===== src/hdl/qpht_pkg.sv =====
`default_nettype none
// ----------------------------------------------------------------------------
// qpht_pkg
// Shared types and constants for the quadratic probing hash table: request
// and result payloads, controller state, and controller/datapath signals.
// ----------------------------------------------------------------------------
package qpht_pkg;

    localparam int TABLE_DEPTH_DEFAULT = 1024;

    localparam int KEY_W    = 31;
    localparam int WORD_W   = KEY_W + 1;
    localparam int CFG_W    = 11;
    localparam int SLOT_W   = 10;
    localparam int STATUS_W = 2;

    localparam logic [CFG_W-1:0] TABLE_SIZE_RESET = CFG_W'(1024);

    localparam int DIV_W      = KEY_W + 1;
    localparam int DIV_BITS   = 4;
    localparam int DIV_STEPS  = DIV_W / DIV_BITS;
    localparam int DIV_CNT_W  = $clog2(DIV_STEPS);

    localparam logic CMD_INSERT = 1'b0;
    localparam logic CMD_SEARCH = 1'b1;

    localparam logic [STATUS_W-1:0] STATUS_FOUND     = 2'd0;
    localparam logic [STATUS_W-1:0] STATUS_NOT_FOUND = 2'd1;
    localparam logic [STATUS_W-1:0] STATUS_INSERTED  = 2'd2;
    localparam logic [STATUS_W-1:0] STATUS_FULL      = 2'd3;

    typedef struct packed {
        logic             command;
        logic [KEY_W-1:0] key;
    } req_t;

    typedef struct packed {
        logic [STATUS_W-1:0] status;
        logic [SLOT_W-1:0]   slot;
    } res_t;

    typedef enum logic [2:0] {
        S_CLEAR,
        S_IDLE,
        S_DIVIDE,
        S_SETUP,
        S_READ,
        S_CHECK
    } state_t;

    typedef struct packed {
        logic                clear_write;
        logic                load_req;
        logic                div_step;
        logic                probe_start;
        logic                probe_next;
        logic                slot_write;
        logic                result_load;
        logic [STATUS_W-1:0] result_status;
        logic                result_use_slot;
    } ctrl_cmd_t;

    typedef struct packed {
        logic clear_done;
        logic div_done;
        logic slot_empty;
        logic slot_match;
        logic last_probe;
        logic command;
    } dp_status_t;

endpackage

`default_nettype wire


===== src/hdl/qpht_ctrl.sv =====
`default_nettype none
// ----------------------------------------------------------------------------
// qpht_ctrl
// Controller for the hash table: clearing pass, request intake, modulo
// steps, probe loop and result handoff.
// ----------------------------------------------------------------------------
module qpht_ctrl (
    input  wire logic                 clk,
    input  wire logic                 rst_n,
    input  wire logic                 request_valid,
    output logic                      request_ready,
    output logic                      result_valid,
    input  wire logic                 result_ready,
    input  wire qpht_pkg::dp_status_t status,
    output qpht_pkg::ctrl_cmd_t       cmd
);
    import qpht_pkg::*;

    state_t state_reg;
    state_t state_next;
    logic   out_valid_reg;
    logic   out_free;
    logic   finished;

    assign out_free = ~out_valid_reg | result_ready;
    assign finished = status.slot_empty | status.last_probe
                      | ((status.command == CMD_SEARCH) & status.slot_match);

    always_comb
    begin
        state_next = state_reg;
        case (state_reg)
            S_CLEAR:
            begin
                if (status.clear_done)
                begin
                    state_next = S_IDLE;
                end
            end
            S_IDLE:
            begin
                if (request_valid)
                begin
                    state_next = S_DIVIDE;
                end
            end
            S_DIVIDE:
            begin
                if (status.div_done)
                begin
                    state_next = S_SETUP;
                end
            end
            S_SETUP:
            begin
                state_next = S_READ;
            end
            S_READ:
            begin
                state_next = S_CHECK;
            end
            S_CHECK:
            begin
                if (!finished)
                begin
                    state_next = S_READ;
                end
                else if (out_free)
                begin
                    state_next = S_IDLE;
                end
            end
            default:
            begin
                state_next = S_CLEAR;
            end
        endcase
    end

    always_comb
    begin
        cmd           = '0;
        request_ready = 1'b0;
        case (state_reg)
            S_CLEAR:
            begin
                cmd.clear_write = 1'b1;
            end
            S_IDLE:
            begin
                request_ready = 1'b1;
                cmd.load_req  = request_valid;
            end
            S_DIVIDE:
            begin
                cmd.div_step = 1'b1;
            end
            S_SETUP:
            begin
                cmd.probe_start = 1'b1;
            end
            S_READ:
            begin
            end
            S_CHECK:
            begin
                if (!finished)
                begin
                    cmd.probe_next = 1'b1;
                end
                else if (out_free)
                begin
                    cmd.result_load = 1'b1;
                    if (status.command == CMD_INSERT)
                    begin
                        if (status.slot_empty)
                        begin
                            cmd.slot_write      = 1'b1;
                            cmd.result_status   = STATUS_INSERTED;
                            cmd.result_use_slot = 1'b1;
                        end
                        else
                        begin
                            cmd.result_status = STATUS_FULL;
                        end
                    end
                    else
                    begin
                        if (!status.slot_empty && status.slot_match)
                        begin
                            cmd.result_status   = STATUS_FOUND;
                            cmd.result_use_slot = 1'b1;
                        end
                        else
                        begin
                            cmd.result_status = STATUS_NOT_FOUND;
                        end
                    end
                end
            end
            default:
            begin
                cmd = '0;
            end
        endcase
    end

    always_ff @(posedge clk or negedge rst_n)
    begin
        if (!rst_n)
        begin
            state_reg     <= S_CLEAR;
            out_valid_reg <= 1'b0;
        end
        else
        begin
            state_reg <= state_next;
            if (cmd.result_load)
            begin
                out_valid_reg <= 1'b1;
            end
            else if (result_ready)
            begin
                out_valid_reg <= 1'b0;
            end
        end
    end

    assign result_valid = out_valid_reg;

endmodule

`default_nettype wire


===== config.mk =====
export PLATFORM = sky130hd
export DESIGN_NAME = qpht_ctrl
export DESIGN_NICKNAME = d
export VERILOG_FILES = /design/src/hdl/qpht_pkg.sv /design/src/hdl/qpht_ctrl.sv
export SDC_FILE = /design/constraint.sdc
export NUM_CORES = 1
export LEC_CHECK = 0
export BUFFER_PORTS_ARGS = -buffer_cell sky130_fd_sc_hd__buf_2
export CELL_PAD_IN_SITES_DETAIL_PLACEMENT = 1
export CELL_PAD_IN_SITES_GLOBAL_PLACEMENT = 1
export CORE_MARGIN = 10
export CORE_UTILIZATION = 24
export CTS_BUF_LIST = sky130_fd_sc_hd__clkbuf_4
export CTS_CLUSTER_SIZE = 40
export DETAILED_ROUTE_END_ITERATION = 6
export GPL_ROUTABILITY_DRIVEN = 1
export MAX_ROUTING_LAYER = met4
export PLACE_DENSITY = 0.82
export SLEW_MARGIN = 20
export SYNTH_ARGS = -nofsm -noshare
export SYNTH_HDL_FRONTEND = slang
export SYNTH_SLANG_ARGS = --single-unit

===== constraint.sdc =====
create_clock -name clk -period 1 [get_ports clk]
set_input_delay 0 -clock clk [delete_from_list [all_inputs] [get_ports clk]]
set_output_delay 0 -clock clk [all_outputs]
set_load 0.03 [all_outputs]

* Yosys cells after proc, flatten, opt, wreduce, memory -nomap -nowiden
Index checks and enable logic that the tools add are counted.
** Word-level totals
- Flip-flop bits (word level) :: 4
- Bits of input ports :: 10
- Output and inout bits :: 12
- Word-level logic and storage cells :: 44
** Cells by class
- Eq/ne operators :: 9
- Muxes and demuxes :: 23
- Bitwise logic cells :: 5
- Reduce and logical (&&, ||, !) cells :: 5
** Operator list (number)
- 2-to-1 mux 3 bit :: 6
- one-hot mux 3 bit (6 select lines) :: 1
- 2-to-1 mux 1 bit :: 13
- 2-to-1 mux 5 bit :: 2
- == test 3 x 2 -> 1 bit (second input constant) :: 2
- == test 3 bit (second input constant) :: 2
- 2-to-1 mux 6 bit :: 1
- inequality test 2 bit (second input constant) :: 3
- AND reduction 4 bit :: 1
- == test 3 x 1 -> 1 bit (second input constant) :: 1
- logical NOT 3 bit :: 1
- inequality test 3 bit (second input constant) :: 1
- bitwise OR 1 bit :: 3
- nonzero test 2 bit :: 1
- bitwise AND 1 bit :: 1
- logical AND 1 bit :: 1
- logical NOT 1 bit :: 1
- inverter 1 bit :: 1

* Depth between registers and ports, before layout
Gate-level depths: netlist of the first run.
- Depth in word-level cells :: 8
- Mapped depth :: 4
- Gate-level depth less buffers :: 3

* Worst setup path after synthesis of the first run
OpenSTA, ideal clock, no wires.
- Kind :: reg2out
- From :: reg state_reg[0]
- To :: out cmd[8] (netlist name)
- Data arrival time :: 1251 ps
- Required time :: 1000 ps
- Path slack :: -251 ps
- Stages on the path, launching flop included :: 5
- Path buffers :: 1
- Path through :: dfrtp_1 -> buf_6 -> nor2b_2 -> and2b_1 -> and2_1
** RTL lines
- start, declared :: line qpht_ctrl.sv:19 : state_t state_reg;
- start signal, assigned :: line qpht_ctrl.sv:157 : state_reg <= state_next;
- end, declared :: line qpht_ctrl.sv:15 : output qpht_pkg::ctrl_cmd_t cmd

==> key figures, run 1 <==
Drt
  • 1st-pass router iterations: 2
  • Wirelength per Cell: 16.5 um
  • Uppermost routed layer: met4
  • Vias per cell: 4.78
  • Drt total wl: between 1 and 1.5 mm
  • Met1 WL: around 530 um
  • Met3 wire len: around 80 um
  • DRC errors left: 0
  • Iter 0 DRT Violations: 1
  • Antenna-violating nets left: 0
  • DR WL met2: 787 um
  • Vias after detailed routing: around 410

Clocking
  • CTS Buffer Depth: 2
  • CTS Buf Count: 3
  • # clock sinks: 4
  • CTS tree: built
  • Worst-path clk slew: 0.04 ns
  • Clock root buffer: clkbuf_4
  • Insertion delay to the later sink of the worst-skew pair: 0.24 ns
  • CTS H-Tree Depth: 1

Synth
  • Synth top area share: between 30% and 40%
  • Mapped cell area: approximately 320 um2
  • Synthesis Warnings: 0
  • Avg Inst Size Synth: around 8.1 um2
  • Sequential-to-total area share from yosys stat: 30.9%
  • Post-synth net total: 50
  • Synth area leaders: dfrtp_1 31%, nor2_1 8.1%, nand2b_1 5.8%
  • Post-synth cell types: 22
  • Post-Synthesis Cells: 40
  • Largest area contributor in the netlist: dfrtp_1
  • #FFs+latches synth: 4

Worst setup path
  • Cell at the slowest stage of the critical path: dfrtp_2
  • CP arrival: roughly 1.3 ns
  • Reg-to-reg slack, setup: -0.20 ns
  • CP max stage delay: 0.42 ns
  • Worst r2r dst: state_reg[0]$_DFFE_PN0P_
  • Critical path peak fanout: 3
  • CP Cell Sequence: buf_12 > nor2b_4 > and2b_2 > and2_4 > buf_6
  • Crit start category: flop
  • Critical path class: flop to output port
  • Crit path required time: 1.00 ns
  • Start of the worst register-to-register path: state_reg[1]$_DFFE_PN0P_
  • CP delay by family, top: flip-flops
  • Worst reg-to-reg path cell count: 4
  • Crit end category: output port
  • Crit path buffers/inverters: 2

STA
  • FMAX: 0.753 GHz
  • Final Cycle Share: 133%
  • Hold_ws: roughly 0.066 ns
  • Minimum clock period after layout: 1.33 ns
  • Slew HR: 70.2%
  • Worst slew pin tran: between 0.4 and 0.5 ns
  • Final setup violation count: 14
  • Final worst slack: -0.327 ns
  • Clock skew: 0.000504 ns
  • Fin. Hold Viols: 0
  • RSZ-0062 raised after global routing: true
  • Final slew viol count: 0

Cells and area
  • Max FFs per register: 3
  • Final core utilization: between 50 and 60%
  • Layout cells sized above 1: 71.8%
  • Layout fillers: around 150
  • Commonest non-fill, non-tap cell in the layout: buf_6
  • Nets: slightly above 80
  • Synth-to-Final Area Change: 116%
  • Commonest non-fill, non-tap cells in the layout: 12 x buf_6, 10 x buf_2, 5 x buf_4
  • Ant diodes: 0

Worst hold path
  • HP Class: input pin to flop
  • Hold Path Origin: status[1]
  • Hold depth: 3
  • Sink of the worst hold path: result_valid$_DFFE_PN0P_

GRT
  • Vias in the first global route: approximately 500
  • Grt ovf: 0
  • First-pass GRT wire length: 2.27 mm
  • Initial antenna violation count: 0
  • Pin count of the biggest net entering global routing: 9
  • Total Routing Usage GR: about 9%

Die
  • Core area: around 1300 um2
  • Die H: roughly 57 um
  • Starting Density: between 20 and 30%
  • Cell row count: 13
  • Die footprint: 3220 um2
  • DIE WIDTH: about 57 um
  • Num ports: 22

Flow run
  • Max Cap Violations: 0

Power
  • PwrDens: about 2700 nW/um2
  • Leakage power total: around 0.32 nW
  • Peak supply drop: roughly 1400 uV

Outcome
  • Failing checks: negative setup slack
  • Status: finished with violations

Place
  • Dpl hpwl: about 990 um
  • Final GP Congestion: between 0.7 and 0.8
  • I/O Buffers: 21
[kinds of logic (layout without fill, tap and decap cells)]
family / Yosys count / count (layout) / share of synthesized area (%)
DFF: 4 / 4 / 30.9
AOI/OAI and AO/OA: 9 / 9 / 22.0
and+or+nand+nor: 24 / 24 / 40.9
buffers and inverters: 3 / 34 / 6.17
[worst min-delay path, cell delays in order]
cell	delay, ns
buf_2	0.09
a211oi_2	0.05
o21ai_1	0.12
[synth_stat cells, drive strengths merged]
cell type	n
nand2b	3
a31oi	1
nor2	7
nor2b	3
a2111oi	1
nand3	1
and2	1
dfrtp	4
a211o	2
nor3	1
and3b	1
nor3b	1
and2b	1
or2	1
nand2	4
o21ai	2
inv	1
a211oi	1
buf	2
a21oi	2
[how the worst max path moves through the flow]
stage,from,end,slack [ns],cells after the start
floorplan,state_reg[1]$_DFFE_PN0P_,cmd[1],-0.21,3
global placement,state_reg[0]$_DFFE_PN0P_,cmd[8],-0.12,4
detailed placement,state_reg[1]$_DFFE_PN0P_,cmd[0],-0.15,4
CTS,state_reg[1]$_DFFE_PN0P_,cmd[2],-0.31,4
global route,state_reg[1]$_DFFE_PN0P_,cmd[8],-0.37,5
finish,state_reg[1]$_DFFE_PN0P_,cmd[8],-0.33,5
[where the power goes]
part	total [mW]	switching [mW]	internal, mW
registers	0.332	0.0952	0.236
logic	1.32	0.661	0.656
clock network	0.215	0.0794	0.135
[through the flow]
step	std cells	setup slack (ns)	total power [mW]	TNS, ns	instance area [um2]
finish	86	-0.327	1.86	-3.10	699
global route	86	-0.370	1.98	-3.79	699
CTS	85	-0.314	1.69	-3.08	632
detailed placement	79	-0.149	1.24	-0.955	494
global placement	79	-0.120	1.21	-0.681	494
floorplan	40	-0.206	0.952	-1.11	352
[repair_timing]
action | CTS | global route
setup buffers | 1 | 1
hold buffers | 2 | 0
hold endpoints to repair | 5 | 0
pin swaps | 5 | 4
gates resized for setup | 26 | 17
endpoints found under the setup margin | 14 | 15
[per-layer routing]
layer	vias up	GRT usage (%)
li1	202	-
met1	192	8.13
met2	15	16.0
met3	2	3.60
met4	0	6.04
met5	-	-
[area by class of cell]
type                            count  area (um2)  share of cell area (%)
Multi-Input combinational cell     33         288                    41.1
Tap cell                           15        18.8                    2.68
Clock buffer                        3        22.5                    3.22
Timing Repair Buffer               30         263                    37.6
Sequential cell                     4         104                    14.8
Inverter                            1        3.75                   0.537
Note: power is estimated with default switching activity, not from simulation.
==> run 2: changes to the inputs <==
--- a/config.mk
+++ b/config.mk
@@ -16,6 +16,7 @@
 export GPL_ROUTABILITY_DRIVEN = 1
 export MAX_ROUTING_LAYER = met4
 export PLACE_DENSITY = 0.82
+export REMOVE_ABC_BUFFERS = 1
 export SLEW_MARGIN = 20
 export SYNTH_ARGS = -nofsm -noshare
 export SYNTH_HDL_FRONTEND = slang
==> run 2 against run 1 <==
The run still ends with negative setup slack left; combinational power is 22% higher; clock power fell by 5%; register-to-register slack improved by 0.03 ns; highest routed layer unchanged; clock-buffer cell count stayed put; final cell count rose by 4.7%; core utilization increased by 5.6 points; via count increased by 9.2%.
==> key figures, run 2 (synthesized netlist as in run 1, its figures left out) <==
Drt
  • Drt total wl: between 1.5 and 2 mm
  • Vias after detailed routing: 449
  • Antenna-violating nets left: 0
  • Iter 0 DRT Violations: 2
  • 1st-pass router iterations: 2
  • Vias per cell: 4.99
  • DRC errors left: 0
  • Wirelength per Cell: between 15 and 20 um

STA
  • RSZ-0062 raised after global routing: true
  • Final setup violation count: 13
  • Fin. Hold Viols: 0
  • Worst slew pin tran: 0.410 ns
  • Clock skew: roughly 0.00027 ns
  • Final slew viol count: 0
  • Final Cycle Share: 134%
  • Final worst slack: -0.341 ns
  • Hold_ws: 0.0714 ns
  • FMAX: ~0.75 GHz
  • Minimum clock period after layout: 1.34 ns
  • Slew HR: around 72%

Die
  • DIE WIDTH: ~57 um
  • Starting Density: between 20% and 30%
  • Num ports: 22
  • Die H: 56.7 um
  • Die footprint: 3220 um2
  • Cell row count: 13
  • Core area: 1280 um2

GRT
  • Vias in the first global route: roughly 470
  • Grt ovf: 0
  • Initial antenna violation count: 0
  • Total Routing Usage GR: around 9%
  • Pin count of the biggest net entering global routing: 7
  • First-pass GRT wire length: roughly 2.2 mm

Cells and area
  • Commonest non-fill, non-tap cells in the layout: 14 x buf_6, 10 x buf_2, 7 x buf_4
  • Ant diodes: 0
  • Max FFs per register: 3
  • Fin cells: 90
  • Commonest non-fill, non-tap cell in the layout: buf_6
  • Synth-to-Final Area Change: 138%
  • Nets: 87
  • Design Area, Final: 772 um2
  • Layout cells sized above 1: a little over 80%

Clocking
  • CTS tree: built
  • Clock root buffer: clkbuf_4
  • # clock sinks: 4
  • CTS Buffer Depth: 2
  • Worst-path clk slew: around 0.04 ns
  • Insertion delay to the later sink of the worst-skew pair: between 0.2 and 0.25 ns
  • CTS Buf Count: 3
  • CTS H-Tree Depth: 1

Place
  • Placed instance area: roughly 470 um2
  • I/O Buffers: 21
  • Final GP Congestion: approximately 0.81
  • Dpl hpwl: about 970 um
  • Placed Cells: 79

Worst hold path
  • HP Class: input pin to flop

Power
  • Leakage power total: around 0.36 nW
  • Final Power: ~2.1 mW
  • PwrDens: 2780 nW/um2
  • Peak supply drop: around 1500 uV

Worst setup path
  • CP arrival: around 1.3 ns
  • Crit start category: flop
  • Critical path class: flop to output port
  • Crit path required time: 1.00 ns
  • Crit end category: output port
  • Critical path peak fanout: 4

Outcome
  • Failing checks: negative setup slack
  • Status: finished with violations

Flow run
  • Max Cap Violations: 0
-- run 2: critical path, stage by stage, from the launching register on --
cell and delay, ns:
dfrtp_2 0.44, and3b_2 0.30, nand3_4 0.10, nor2_4 0.12, buf_6 0.14
-- run 2: layout make-up --
| type | instances | area [um2] |
|---|---|---|
| Fill cell | 143 | 513 |
| Timing Repair Buffer | 34 | 300 |
| Tap cell | 15 | 18.8 |
| Inverter | 1 | 3.75 |
| Clock buffer | 3 | 22.5 |
| Multi-Input combinational cell | 33 | 323 |
| Sequential cell | 4 | 104 |
-- run 2: per-layer routing --
layer / vias to the layer above / GRT usage, % / share of wire [%]
li1: 208 / - / -
met1: 222 / 7.45 / 36
met2: 17 / 16.1 / 58
met3: 2 / 3.82 / 5.7
met4: 0 / 4.03 / 0.83
met5: - / - / 0
-- run 2: repair_timing --
action | CTS | global route
pin swaps | 7 | 10
gates resized for setup | 26 | 30
hold buffers | 2 | 0
buffers inserted | 4 | 2
setup endpoints to repair | 14 | 15
hold endpoints to repair | 5 | 0
-- run 2: power by group --
group	internal [mW]	total (mW)	switching [mW]
combinational	0.820	1.61	0.788
clock	0.134	0.205	0.0701
sequential	0.237	0.333	0.0960
-- run 2: path summary, 6_finish.rpt --
path	startpoint	endpoint	slack, ns	depth (start not counted)
setup / recovery	state_reg[1]$_DFFE_PN0P_	cmd[1]	-0.34	4
hold / removal	status[1]	result_valid$_DFFE_PN0P_	0.07	3
setup reg to reg	state_reg[0]$_DFFE_PN0P_	state_reg[0]$_DFFE_PN0P_	-0.17	4
hold reg to reg	result_valid$_DFFE_PN0P_	result_valid$_DFFE_PN0P_	0.58	2
max in group asynchronous	rst_n	state_reg[0]$_DFFE_PN0P_	0.73	2
min in group asynchronous	rst_n	result_valid$_DFFE_PN0P_	0.12	2
-- run 2: through the flow --
stage / setup slack [ns] / TNS, ns / utilization, %
4_1_cts: -0.312 / -3.02 / 49.3
2_1_floorplan: -0.323 / -1.83 / -
5_1_grt: -0.404 / -3.99 / 60.1
6_report: -0.341 / -3.25 / 60.1
3_5_place_dp: -0.103 / -0.567 / 36.5
3_3_place_gp: -0.0727 / -0.281 / 36.5
==> run 3: changes to the inputs <==
--- a/config.mk
+++ b/config.mk
@@ -5,12 +5,12 @@
 export SDC_FILE = /design/constraint.sdc
 export NUM_CORES = 1
 export LEC_CHECK = 0
-export BUFFER_PORTS_ARGS = -buffer_cell sky130_fd_sc_hd__buf_2
+export BUFFER_PORTS_ARGS = -buffer_cell sky130_fd_sc_hd__buf_4
 export CELL_PAD_IN_SITES_DETAIL_PLACEMENT = 1
 export CELL_PAD_IN_SITES_GLOBAL_PLACEMENT = 1
 export CORE_MARGIN = 10
 export CORE_UTILIZATION = 24
-export CTS_BUF_LIST = sky130_fd_sc_hd__clkbuf_4
+export CTS_BUF_LIST = sky130_fd_sc_hd__clkbuf_8
 export CTS_CLUSTER_SIZE = 40
 export DETAILED_ROUTE_END_ITERATION = 6
 export GPL_ROUTABILITY_DRIVEN = 1
==> run 3 against run 2 <==
Critical endpoint unchanged; setup slack improved by 0.058 ns; final cell count rose by 3.3%; cell area fell by 0.65%; critical path depth did not move; critical path type unchanged; the run still ends with negative setup slack left.
==> key figures, run 3 (synthesized netlist as in run 1, its figures left out) <==
Cells and area
  • Layout fillers: 150
  • Final core utilization: between 50 and 60%
  • Commonest non-fill, non-tap cell in the layout: buf_4
  • Commonest non-fill, non-tap cells in the layout: 23 x buf_4, 12 x buf_6, 4 x nor2_2
  • Layout cells sized above 1: ~74%
  • Max FFs per register: 3
  • Ant diodes: 0
  • Multi-input logic area: around 270 um2
  • Synth-to-Final Area Change: 137%
  • Design Area, Final: between 700 and 800 um2
  • FF+latch area: approximately 100 um2
  • Nets: 90
  • Fin cells: a little over 90

Die
  • Starting Density: 25.2%
  • Die H: roughly 57 um
  • DIE WIDTH: around 57 um
  • Num ports: 22
  • Cell row count: 13
  • Die footprint: between 3000 and 4000 um2
  • Core area: 1280 um2

STA
  • Minimum clock period after layout: 1.28 ns
  • Slew HR: 81.0%
  • Final worst slack: -0.283 ns
  • Final setup violation count: 14
  • Clock skew: approximately 0.0074 ns
  • Fin. Hold Viols: 0
  • Final Cycle Share: 128%
  • RSZ-0062 raised after global routing: true
  • Final slew viol count: 0
  • Worst slew pin tran: ~0.28 ns
  • TNS Setup: -2.86 ns
  • Hold_ws: 0.0868 ns
  • FMAX: between 0.7 and 0.8 GHz

Drt
  • Wirelength per Cell: ~16 um
  • Iter 0 DRT Violations: 5
  • Vias per cell: 4.83
  • Antenna-violating nets left: 0
  • 1st-pass router iterations: 4
  • Vias after detailed routing: ~450
  • Drt total wl: between 1 and 1.5 mm
  • DRC errors left: 0

Power
  • Peak supply drop: about 1300 uV
  • Comb pwr share: 68.8%
  • PwrDens: between 2000 and 3000 nW/um2
  • Net Sw Frac: 41.2%
  • Sequential Power Share: around 15%
  • Switch Pwr: between 0.8 and 0.9 mW
  • Final Power: between 2 and 2.5 mW
  • Clk pwr share: around 16%
  • Internal power: approximately 1.2 mW
  • Leakage power total: roughly 0.37 nW

GRT
  • Initial antenna violation count: 0
  • Vias in the first global route: 510
  • Grt ovf: 0
  • First-pass GRT wire length: 2.54 mm
  • Pin count of the biggest net entering global routing: 7
  • Total Routing Usage GR: 9.63%

Flow run
  • Max Cap Violations: 0

Place
  • Dpl hpwl: about 1.0 mm
  • Setup Slack @ Placement: -0.128 ns
  • I/O Buffers: 21
  • Placed instance area: between 500 and 600 um2
  • Placed Cells: 79
  • Final GP Congestion: about 0.78

Worst setup path
  • Crit end category: output port
  • Start of the worst register-to-register path: state_reg[1]$_DFFE_PN0P_
  • Worst reg-to-reg path cell count: 3
  • Crit start category: flop
  • Critical path class: flop to output port
  • Crit path from: state_reg[1]$_DFFE_PN0P_
  • CP arrival: approximately 1.3 ns
  • Reg-to-reg slack, setup: -0.13 ns
  • Crit path required time: 1.00 ns
  • Worst setup path end: cmd[1]
  • Critical path peak fanout: 4
  • Worst r2r dst: state_reg[0]$_DFFE_PN0P_

Clocking
  • CTS tree: built
  • # clock sinks: 4
  • Insertion delay to the later sink of the worst-skew pair: 0.22 ns
  • CTS Buf Count: 3
  • Worst-path clk slew: 0.03 ns
  • CTS Buffer Depth: 2
  • CTS H-Tree Depth: 1
  • Clock root buffer: clkbuf_8

Worst hold path
  • HP Class: input pin to flop

Outcome
  • Status: finished with violations
  • Failing checks: negative setup slack
## run 3: area by class of cell
class	instances	share of cell area, %
inverters	1	0.489
repair buffers	37	42.7
clock buffers	3	5.38
well taps	15	2.45
flip-flops and latches	4	13.4
multi-input cells	33	35.6
## run 3: what timing repair did
item / CTS / global route
pin swaps: 7 / 4
hold endpoints to repair: 5 / 0
gates cloned: 0 / 0
resized for setup: 14 / 18
hold buffers: 2 / 0
setup endpoints to repair: 14 / 15
setup buffers: 8 / 2
## run 3: power by group through the flow
stage / logic [mW] / registers [mW] / clock network [mW]
2_1_floorplan: 0.487 / 0.356 / 0
3_3_place_gp: 0.930 / 0.310 / 0
3_5_place_dp: 0.953 / 0.314 / 0
4_1_cts: 1.34 / 0.304 / 0.350
5_1_grt: 1.56 / 0.328 / 0.372
6_report: 1.46 / 0.320 / 0.341
## run 3: critical path, stage by stage, from the launching register on
cell,delay (ns)
dfrtp_2,0.43
and3b_2,0.26
nand3_2,0.12
nor2_2,0.13
buf_6,0.14
## run 3: worst min-delay path by stage
stage	startpoint	to	slack, ns	depth (start not counted)
3_5_place_dp	rst_n	result_valid$_DFFE_PN0P_	-0.20	1
4_1_cts	request_valid	state_reg[1]$_DFFE_PN0P_	0.09	3
3_3_place_gp	rst_n	result_valid$_DFFE_PN0P_	-0.20	1
6_report	request_valid	state_reg[1]$_DFFE_PN0P_	0.09	3
2_1_floorplan	rst_n	result_valid$_DFFE_PN0P_	-0.30	0
5_1_grt	request_valid	state_reg[1]$_DFFE_PN0P_	0.11	3
## run 3: layer usage
metal,wire length [um],part of all wire (%),vias to the layer above,track usage [%]
met4,10,0.67,0,1.68
met2,758,51,19,16.5
met1,597,40,213,10.0
met5,0,0,-,-
li1,-,-,215,-
met3,115,7.8,2,4.49
